<file path="config.mk">
export PLATFORM = sky130hd
export DESIGN_NAME = nal_unit_deframer_unit
export DESIGN_NICKNAME = d
export VERILOG_FILES = /design/src/rtl/nud_pkg.sv /design/src/rtl/nal_unit_deframer_unit.sv
export SDC_FILE = /design/constraint.sdc
export NUM_CORES = 1
export LEC_CHECK = 0
export BUFFER_PORTS_ARGS = -buffer_cell sky130_fd_sc_hd__clkbuf_2
export CELL_PAD_IN_SITES_DETAIL_PLACEMENT = 0
export CELL_PAD_IN_SITES_GLOBAL_PLACEMENT = 1
export CORE_MARGIN = 1.5
export CORE_UTILIZATION = 45
export CTS_CLUSTER_SIZE = 14
export DETAILED_ROUTE_END_ITERATION = 16
export PLACE_DENSITY_LB_ADDON = 0.1
export SLEW_MARGIN = 40
export SYNTH_ARGS = -nofsm -noshare
export SYNTH_HDL_FRONTEND = slang
export SYNTH_SLANG_ARGS = --single-unit
</file>
<file path="constraint.sdc">
create_clock -name aclk -period 3.25 [get_ports aclk]
set_input_delay 0.1625 -clock aclk [delete_from_list [all_inputs] [get_ports aclk]]
set_output_delay 0.1625 -clock aclk [all_outputs]
set_load 0.01 [all_outputs]
</file>
<file path="src/rtl/nud_pkg.sv">
// ----------------------------------------------------------------------------
// nud_pkg
// Shared types and constants for the NAL unit deframer.
// ----------------------------------------------------------------------------
package nud_pkg;

    localparam logic [7:0] EMU_PREVENT_BYTE = 8'h03;

    localparam logic [4:0] NAL_TYPE_PREFIX    = 5'd14;
    localparam logic [4:0] NAL_TYPE_SVC_EXT   = 5'd20;
    localparam logic [4:0] NAL_TYPE_3DAVC_EXT = 5'd21;

    localparam logic [2:0] HDR_LEN_BASE   = 3'd1;
    localparam logic [2:0] HDR_LEN_3DAVC  = 3'd3;
    localparam logic [2:0] HDR_LEN_EXT    = 3'd4;

    localparam int unsigned QUEUE_DEPTH = 4;
    localparam int unsigned QUEUE_AW    = 2;

    typedef struct packed {
        logic       extension_flag;
        logic [2:0] header_length;
        logic       forbidden_bit;
        logic [4:0] unit_type;
        logic [1:0] ref_idc;
    } hdr_info_t;

    typedef struct packed {
        hdr_info_t  info;
        logic       payload_last;
        logic [7:0] payload_byte;
    } result_t;

endpackage

</file>
<file path="src/rtl/nal_unit_deframer_unit.sv">
// ----------------------------------------------------------------------------
// nal_unit_deframer_unit
// Strips the header of an H.264 NAL unit and removes emulation prevention
// bytes from its payload, marking the final payload byte.
// ----------------------------------------------------------------------------
// Takes one byte per cycle on the slave side; s_tlast marks the final byte of
// a NAL unit. Each byte is parsed in the cycle it is accepted and its results
// go into a four-entry result queue that drives the master side, so a new
// byte is taken every cycle while the queue holds two results or fewer. A unit
// ending on a kept byte while another is held back yields two results from
// one byte; every unit starts with at least one header byte that yields none,
// so the queue drains and the sustained rate stays at one byte per cycle with
// an idle master side only when m_tready is low. Results carry the unit's
// header fields in m_tuser; a unit ending inside its header yields no result.
module nal_unit_deframer_unit (
    input  logic        aclk,
    input  logic        aresetn,

    input  logic        s_tvalid,
    output logic        s_tready,
    input  logic [7:0]  s_tdata,   // [7:0] data_byte
    input  logic        s_tlast,   // unit_end

    output logic        m_tvalid,
    input  logic        m_tready,
    output logic [7:0]  m_tdata,   // [7:0] payload_byte
    output logic        m_tlast,   // payload_last
    output logic [11:0] m_tuser    // [1:0] ref_idc, [6:2] unit_type, [7] forbidden_bit,
                                   // [10:8] header_length, [11] extension_flag
);

    logic [2:0] byte_pos_reg,   byte_pos_next;
    logic [2:0] hdr_size_reg,   hdr_size_next;
    logic [1:0] zero_run_reg,   zero_run_next;
    logic [7:0] held_byte_reg,  held_byte_next;
    logic       held_valid_reg, held_valid_next;
    logic [7:0] hdr_byte_reg,   hdr_byte_next;
    logic       ext_bit_reg,    ext_bit_next;

    nud_pkg::result_t               queue_mem [nud_pkg::QUEUE_DEPTH];
    logic [nud_pkg::QUEUE_AW-1:0]   wr_ptr_reg, rd_ptr_reg;
    logic [nud_pkg::QUEUE_AW:0]     count_reg,  count_next;

    logic       in_acc, out_acc;
    logic       in_payload, keep;
    logic       push_a, push_b;
    logic [1:0] push_cnt;
    nud_pkg::hdr_info_t info;
    nud_pkg::result_t   res_a, res_b;

    assign in_acc   = s_tvalid && s_tready;
    assign out_acc  = m_tvalid && m_tready;
    assign s_tready = (count_reg <= (nud_pkg::QUEUE_AW + 1)'(nud_pkg::QUEUE_DEPTH - 2));
    assign m_tvalid = (count_reg != '0);

    assign in_payload = (byte_pos_reg >= hdr_size_reg);
    assign keep       = !((zero_run_reg == 2'd2) && (s_tdata == nud_pkg::EMU_PREVENT_BYTE));

    assign info.ref_idc        = hdr_byte_reg[6:5];
    assign info.unit_type      = hdr_byte_reg[4:0];
    assign info.forbidden_bit  = hdr_byte_reg[7];
    assign info.header_length  = hdr_size_reg;
    assign info.extension_flag = ext_bit_reg;

    assign push_a = in_acc && in_payload &&
                    ((held_valid_reg && (keep || s_tlast)) ||
                     (!held_valid_reg && keep && s_tlast));
    assign push_b = in_acc && in_payload && held_valid_reg && keep && s_tlast;
    assign push_cnt = {1'b0, push_a} + {1'b0, push_b};

    always_comb begin
        res_a.info         = info;
        res_a.payload_byte = held_valid_reg ? held_byte_reg : s_tdata;
        res_a.payload_last = held_valid_reg ? !keep : 1'b1;
        res_b.info         = info;
        res_b.payload_byte = s_tdata;
        res_b.payload_last = 1'b1;
    end

    always_comb begin
        byte_pos_next   = byte_pos_reg;
        hdr_size_next   = hdr_size_reg;
        zero_run_next   = zero_run_reg;
        held_byte_next  = held_byte_reg;
        held_valid_next = held_valid_reg;
        hdr_byte_next   = hdr_byte_reg;
        ext_bit_next    = ext_bit_reg;
        if (in_acc) begin
            if (!in_payload) begin
                if (byte_pos_reg == 3'd0) begin
                    hdr_byte_next = s_tdata;
                    ext_bit_next  = 1'b0;
                    if ((s_tdata[4:0] == nud_pkg::NAL_TYPE_PREFIX) ||
                        (s_tdata[4:0] == nud_pkg::NAL_TYPE_SVC_EXT) ||
                        (s_tdata[4:0] == nud_pkg::NAL_TYPE_3DAVC_EXT)) begin
                        hdr_size_next = nud_pkg::HDR_LEN_EXT;
                    end else begin
                        hdr_size_next = nud_pkg::HDR_LEN_BASE;
                    end
                end else if (byte_pos_reg == 3'd1) begin
                    ext_bit_next = s_tdata[7];
                    if ((hdr_byte_reg[4:0] == nud_pkg::NAL_TYPE_3DAVC_EXT) && s_tdata[7]) begin
                        hdr_size_next = nud_pkg::HDR_LEN_3DAVC;
                    end
                end
                byte_pos_next = byte_pos_reg + 3'd1;
            end else begin
                if (!keep) begin
                    zero_run_next = 2'd0;
                end else if (s_tdata == 8'h00) begin
                    zero_run_next = (zero_run_reg == 2'd2) ? 2'd2 : zero_run_reg + 2'd1;
                end else begin
                    zero_run_next = 2'd0;
                end
                if (keep && !s_tlast) begin
                    held_byte_next  = s_tdata;
                    held_valid_next = 1'b1;
                end
            end
            if (s_tlast) begin
                byte_pos_next   = 3'd0;
                hdr_size_next   = nud_pkg::HDR_LEN_BASE;
                zero_run_next   = 2'd0;
                held_byte_next  = 8'h00;
                held_valid_next = 1'b0;
            end
        end
    end

    assign count_next = count_reg + (nud_pkg::QUEUE_AW + 1)'(push_cnt)
                      - (nud_pkg::QUEUE_AW + 1)'(out_acc);

    always_ff @(posedge aclk) begin
        if (!aresetn) begin
            byte_pos_reg   <= 3'd0;
            hdr_size_reg   <= nud_pkg::HDR_LEN_BASE;
            zero_run_reg   <= 2'd0;
            held_byte_reg  <= 8'h00;
            held_valid_reg <= 1'b0;
            hdr_byte_reg   <= 8'h00;
            ext_bit_reg    <= 1'b0;
            wr_ptr_reg     <= '0;
            rd_ptr_reg     <= '0;
            count_reg      <= '0;
        end else begin
            byte_pos_reg   <= byte_pos_next;
            hdr_size_reg   <= hdr_size_next;
            zero_run_reg   <= zero_run_next;
            held_byte_reg  <= held_byte_next;
            held_valid_reg <= held_valid_next;
            hdr_byte_reg   <= hdr_byte_next;
            ext_bit_reg    <= ext_bit_next;
            wr_ptr_reg     <= wr_ptr_reg + nud_pkg::QUEUE_AW'(push_cnt);
            rd_ptr_reg     <= rd_ptr_reg + nud_pkg::QUEUE_AW'(out_acc);
            count_reg      <= count_next;
        end
    end

    always_ff @(posedge aclk) begin
        if (push_a) begin
            queue_mem[wr_ptr_reg] <= res_a;
        end
        if (push_b) begin
            queue_mem[wr_ptr_reg + nud_pkg::QUEUE_AW'(1)] <= res_b;
        end
    end

    assign m_tdata = queue_mem[rd_ptr_reg].payload_byte;
    assign m_tlast = queue_mem[rd_ptr_reg].payload_last;
    assign m_tuser = queue_mem[rd_ptr_reg].info;

    a_count_bound: assert property (@(posedge aclk) disable iff (!aresetn)
        count_reg <= (nud_pkg::QUEUE_AW + 1)'(nud_pkg::QUEUE_DEPTH))
        else $error("result queue overflow");

    a_pair_on_end: assert property (@(posedge aclk) disable iff (!aresetn)
        push_b |-> (push_a && s_tlast))
        else $error("two results from a byte that does not end the unit");

    a_restart: assert property (@(posedge aclk) disable iff (!aresetn)
        (in_acc && s_tlast) |=> (byte_pos_reg == 3'd0 && zero_run_reg == 2'd0 && !held_valid_reg))
        else $error("unit state not restarted after unit end");

    a_pos_bound: assert property (@(posedge aclk) disable iff (!aresetn)
        byte_pos_reg <= hdr_size_reg)
        else $error("header position ran past header size");

    a_hold_in_header: assert property (@(posedge aclk) disable iff (!aresetn)
        !in_payload |-> !held_valid_reg)
        else $error("byte held back during header");

endmodule

</file>
# Word level (Yosys, flattened, before mapping)

Memory sizes are Yosys's and may differ from the RTL's. A register that Yosys moved wholly into a read port is not among the register bits.
Cells that the tools add are included.

Logic and storage cells: 92
Bits in writable memories: 84
Memories: 1
Output and inout port bits: 23
Input bits: 13
Register bits after elaboration: 33

Multiplexer cells: 28
Add/subtract/negate cells: 8
Equality and inequality tests: 8
Bitwise operators: 1
Reduce and logical (&&, ||, !) cells: 34
Magnitude comparators: 2

Memory list:

| memory    | depth | width | rd ports | clocked after Yosys merged registers in | wr ports | line                         | source |
|---|---|---|---|---|---|---|---|
| queue_mem | 4     | 21    | 1        | 1                                       | 2        | nal_unit_deframer_unit.sv:40 | `nud_pkg::result_t queue_mem [nud_pkg::QUEUE_DEPTH];` |

Operator list:

| operator                                                        | count |
|---|---|
| two-way mux 8 bit                                               | 4 |
| two-way mux 3 bit                                               | 8 |
| == test 5 bit (second input constant)                           | 3 |
| logical AND 1 bit                                               | 13 |
| two-way mux 2 bit                                               | 6 |
| two-way mux 1 bit                                               | 10 |
| AND reduction 3 bit                                             | 3 |
| nonzero test 3 bit                                              | 3 |
| == test 8 x 2 -> 1 bit (second input constant)                  | 1 |
| zero test 8 bit                                                 | 1 |
| nonzero test 2 bit                                              | 3 |
| == test 5 x 4 -> 1 bit (second input constant)                  | 1 |
| adder 2 x 1 -> 2 bit (second input constant)                    | 2 |
| logical OR 1 bit                                                | 4 |
| AND reduction 2 bit                                             | 2 |
| AND reduction 4 bit                                             | 1 |
| adder 3 x 1 -> 3 bit (second input constant)                    | 1 |
| adder 3 x 2 -> 3 bit                                            | 1 |
| == test 3 x 1 -> 1 bit (second input constant)                  | 1 |
| >= comparator 3 bit                                             | 1 |
| less-or-equal comparator 3 x 2 -> 1 bit (second input constant) | 1 |
| zero test 1 bit                                                 | 3 |
| zero test 3 bit                                                 | 1 |
| subtractor 3 x 1 -> 3 bit                                       | 1 |
| 6 further kinds                                                 | 6 |

# Longest topological paths before layout

Depth after elaboration: 10
Gate-level depth with buffers: 17
Mapped depth without buffers: 15

# Worst setup path before layout

OpenSTA, ideal clock, no wires.

Path kind: reg2reg
Start: register byte_pos_reg[0]
End: register count_reg[2] (netlist name)
Clock period less this slack: 3316 ps
Path slack: -66 ps
Buffers on the path: 2
Arrival: 3188 ps
Library setup time: 128 ps
Cell stages (with the launch flop): 18
Data required time: 3122 ps
Cell sequence: dfxtp_1 inv_1 ha_1 nor2b_1 o21a_1 clkbuf_1 nor4_2 buf_2 ha_1 inv_1 ha_1 inv_1 ha_1 inv_1 fa_1 xnor2_1 xnor2_1 nor2_1

Longest elaborated chain between the ends: 8
Elaborated cells on any way between the ends: 9
Those cells by class: 3 x add/sub; 1 x order compare; 5 x reduce/logical

Ends and longest elaborated chain:

| item                           | line                                                       | source |
|---|---|---|
| from (decl)                    | nal_unit_deframer_unit.sv:32                               | `logic [2:0] byte_pos_reg, byte_pos_next;` |
| from (signal assigned)         | nal_unit_deframer_unit.sv:146                              | `byte_pos_reg <= byte_pos_next;` |
| >= comparator 3 bit (*)        | nal_unit_deframer_unit.sv:56                               | `assign in_payload = (byte_pos_reg >= hdr_size_reg);` |
| logical AND 1 bit (*)          | nal_unit_deframer_unit.sv:65, nal_unit_deframer_unit.sv:68 |  |
| logical AND 1 bit (3 in a row) | nal_unit_deframer_unit.sv:68                               | `assign push_b = in_acc && in_payload && held_valid_reg && keep && s_tlast;` |
| adder 1 x 1 -> 2 bit (*)       | nal_unit_deframer_unit.sv:69                               | `assign push_cnt = {1'b0, push_a} + {1'b0, push_b};` |
| adder 3 x 2 -> 3 bit (*)       | nal_unit_deframer_unit.sv:130                              | `assign count_next = count_reg + (nud_pkg::QUEUE_AW + 1)'(push_cnt)` |
| subtractor 3 x 1 -> 3 bit (*)  | nal_unit_deframer_unit.sv:131                              | `- (nud_pkg::QUEUE_AW + 1)'(out_acc);` |
| to (signal assigned)           | nal_unit_deframer_unit.sv:155                              | `count_reg <= count_next;` |
| to (decl)                      | nal_unit_deframer_unit.sv:42                               | `logic [nud_pkg::QUEUE_AW:0] count_reg, count_next;` |

Mark *: on every way between the ends. The rest lies on a longest branch, timed or not.
A chain may end at the register's enable or synchronous reset.

# Worst setup path after layout

Same ends and word-level chain as after synthesis.

==> reports/results.ini <==
[logic_synthesis]
ys_top_cells_by_area = edfxtp_1 44%, dfxtp_1 13%, mux4_2 8.6%, a22o_1 6.4%, ha_1 3.2%
syn_avg_cell_area_um2 = 13.13
ys_ff_latch = 117
yosysTopAreaCell = edfxtp_1
synth_cell_types = 60
async_flop_share_pct = 0
seq_area_frac_synth_pct = 56.99
syn_inst = 420
syn-num-nets = 448
ys.flop_type = edfxtp_1
synth_edf_count = 80
synthDominantCellAreaShare_pct = 43.56
ys_warn_count = 0
netlist_area_um2 = 5515

[floorplan]
core_um2 = 11960
die_area_um2 = 12930
die_w_um = 113.7
start_util_pct = 46.11
top_level_ports = 36
die_h_um = 113.7
rows = 40

[worst_setup_path]
cp_num_buf_inv = 4
worst_path_largest_cell_delay_ps = 380
cp.required_ps = 3530
critical_path.cell_chain = inv_1, ha_1, nor2b_1, o21a_2, nor4_4, ha_1, inv_1, ha_1, inv_1, ha_1, inv_1, fa_1, xnor2_1, xnor2_1, nor2_1
crit_slowest_cell = dfxtp_1
cp_max_fo = 4
cpLargestDelayFamily = adder cells
worstSetupPathType = reg2reg
r2r_slack_ps = 200
start_kind = register
arrival_ps = 3330
end_kind = register

[clock_network]
cts_tree = yes
clockRootBuffer = clkbuf_16
clockBufferDepth = 2
cts_num_sinks = 117
clkTransAtPathRegs_ps = 50
cts_hold_buffers = 0
ctsHtreeMaxLevel = 4
clkLatencyLatePin_ps = 420
numCtsBuffers = 17

[placement]
portBuffers = 35
hpwl_um = 8878
gp_congestion = 0.7883

[timing]
slew_viol_final = 0
fin_crit_ps = 3048
fin_worst_skew_ps = 6.768
finalSetupTns_ps = 0
finalCritPeriodShare_pct = 93.79
relSlewSlack_pct = 46.11
timing.fmax_mhz = 328.1
hold_viol = 0
worst_pin_slew_ps = 805.4
finalSetupViolations = 0

[drt]
viasPerCell = 5.759
wire_per_inst_um = 21.12
drc_errors = 0
drtAntennaViolNets = 0
routed_wl_um = 13470
drtPass1Iterations = 4
drt_iter0_markers = 221
vias = 3674

[layout]
final_core_util_pct = 55.17
largest_reg_flops = 84
regArea_um2 = 3143
antennaDiodeCount = 0
multi_input_area_um2 = 2223
area_delta_synth_final_pct = 19.65
drive_gt1_share_pct = 26.88
num-fill-cells = 1011
nets = 506

[hold_path]
hold_class = in2reg

[grt]
globalRouteOverflowTotal = 0
antenna_found_initial = 0
grt_max_degree = 22
grt_pass1_wl_um = 21310
grt_pass1_vias = 3659
grt_usage_pct = 22.70

[pwr]
total_power_uw = 4511
cellLeakagePower_uw = 0.002409
powerDensity_nw_per_um2 = 683.6
ir_drop_mv = 0.3387

[run]
drv_cap = 0

[outcome]
status = finished clean

## kinds of logic (layout without fill, tap and decap cells)
logic type | count (synthesis) | after routing | share of synthesized area [%]
xor gates and xnor gates | 6 | 6 | 0.9528
buffers and inverters | 46 | 117 | 3.357
DFF | 117 | 117 | 56.99
AOI/OAI and AO/OA | 80 | 80 | 11.93
muxes | 31 | 31 | 10.41
and+or+nand+nor | 125 | 125 | 12.82
adders and majority gates | 15 | 15 | 3.539
## routing by layer
metal	up-vias	routed length, µm	global-route usage [%]
met1	1840	6277	31.57
met4	0	204	7.667
li1	1726	-	-
met2	93	6371	35.14
met5	-	0	0
met3	15	620	5.526
## cells in the final DEF, fill, tap and decap left out, drive strengths merged, types with 7 or more instances in the layout
| cell | netlist | layout |
|---|---|---|
| and3 | 25 | 25 |
| nor2b | 21 | 21 |
| edfxtp | 80 | 80 |
| a22o | 40 | 40 |
| clkbuf | 15 | 54 |
| nor3 | 13 | 13 |
| mux4 | 21 | 21 |
| o21ai | 7 | 7 |
| inv | 18 | 18 |
| clkinv | 2 | 11 |
| buf | 11 | 30 |
| mux2i | 9 | 9 |
| nor2 | 35 | 35 |
| a21oi | 12 | 12 |
| ha | 14 | 14 |
| dfxtp | 37 | 37 |
## report_power, final
group / internal [µW] / switching [µW]
clock network: 1110 / 640
logic: 483 / 485
registers: 1680 / 121
total: 3260 / 1250
## repair_timing
item,in CTS,in global routing
gates resized for setup,0,2
buffers inserted,0,0
setup endpoints to repair,0,1
## cell usage after synthesis, types with 2 or more instances
master and number:
a22oi_1 3, inv_1 18, or3_1 2, nand2_1 5, nor2b_1 21, nand2b_1 2, a21oi_1 10, o21ai_0 6
nor3_1 11, edfxtp_1 80, nand3_1 3, nor2_1 35, clkinv_1 2, a22o_1 40, nand4_1 2, and2_1 6
nor3_2 2, buf_2 6, clkbuf_1 14, xnor2_1 6, mux2i_1 9, dfxtp_1 37, mux4_2 21, buf_1 4
ha_1 14, and3_1 25, a211oi_1 2, nor4_2 2
## metrics by stage
step / cell area [µm²] / std cells / setup WS (ps) / hold slack (ps)
finish: 6599 / 638 / 201.8 / 68.86
global placement: 6026 / 606 / 162.5 / 463.9
detailed placement: 6041 / 606 / 119.3 / 470.9
CTS: 6589 / 638 / 119.5 / 61.04
global route: 6599 / 638 / -8.709 / 99.36
floorplan: 5527 / 420 / 18.66 / 284.2
## final timing paths
path / from / to / cells past startpoint
setup / recovery: byte_pos_reg[0] / count_reg[2] / 15
hold / removal: aresetn / wr_ptr_reg[0] / 2
setup reg to reg: byte_pos_reg[0] / count_reg[2] / 15
hold reg to reg: queue_mem[1][8] / queue_mem[1][8] / 2
## layout make-up
| cell class | count | share of cell area [%] |
|---|---|---|
| Timing Repair Buffer | 65 | 6.447 |
| Tap cell | 147 | 2.787 |
| Sequential cell | 117 | 47.63 |
| Multi-Input combinational cell | 257 | 33.69 |
| Clock buffer | 19 | 6.560 |
| Clock inverter | 13 | 1.744 |
| Inverter | 20 | 1.138 |
Power figures use the tool's default switching activity.
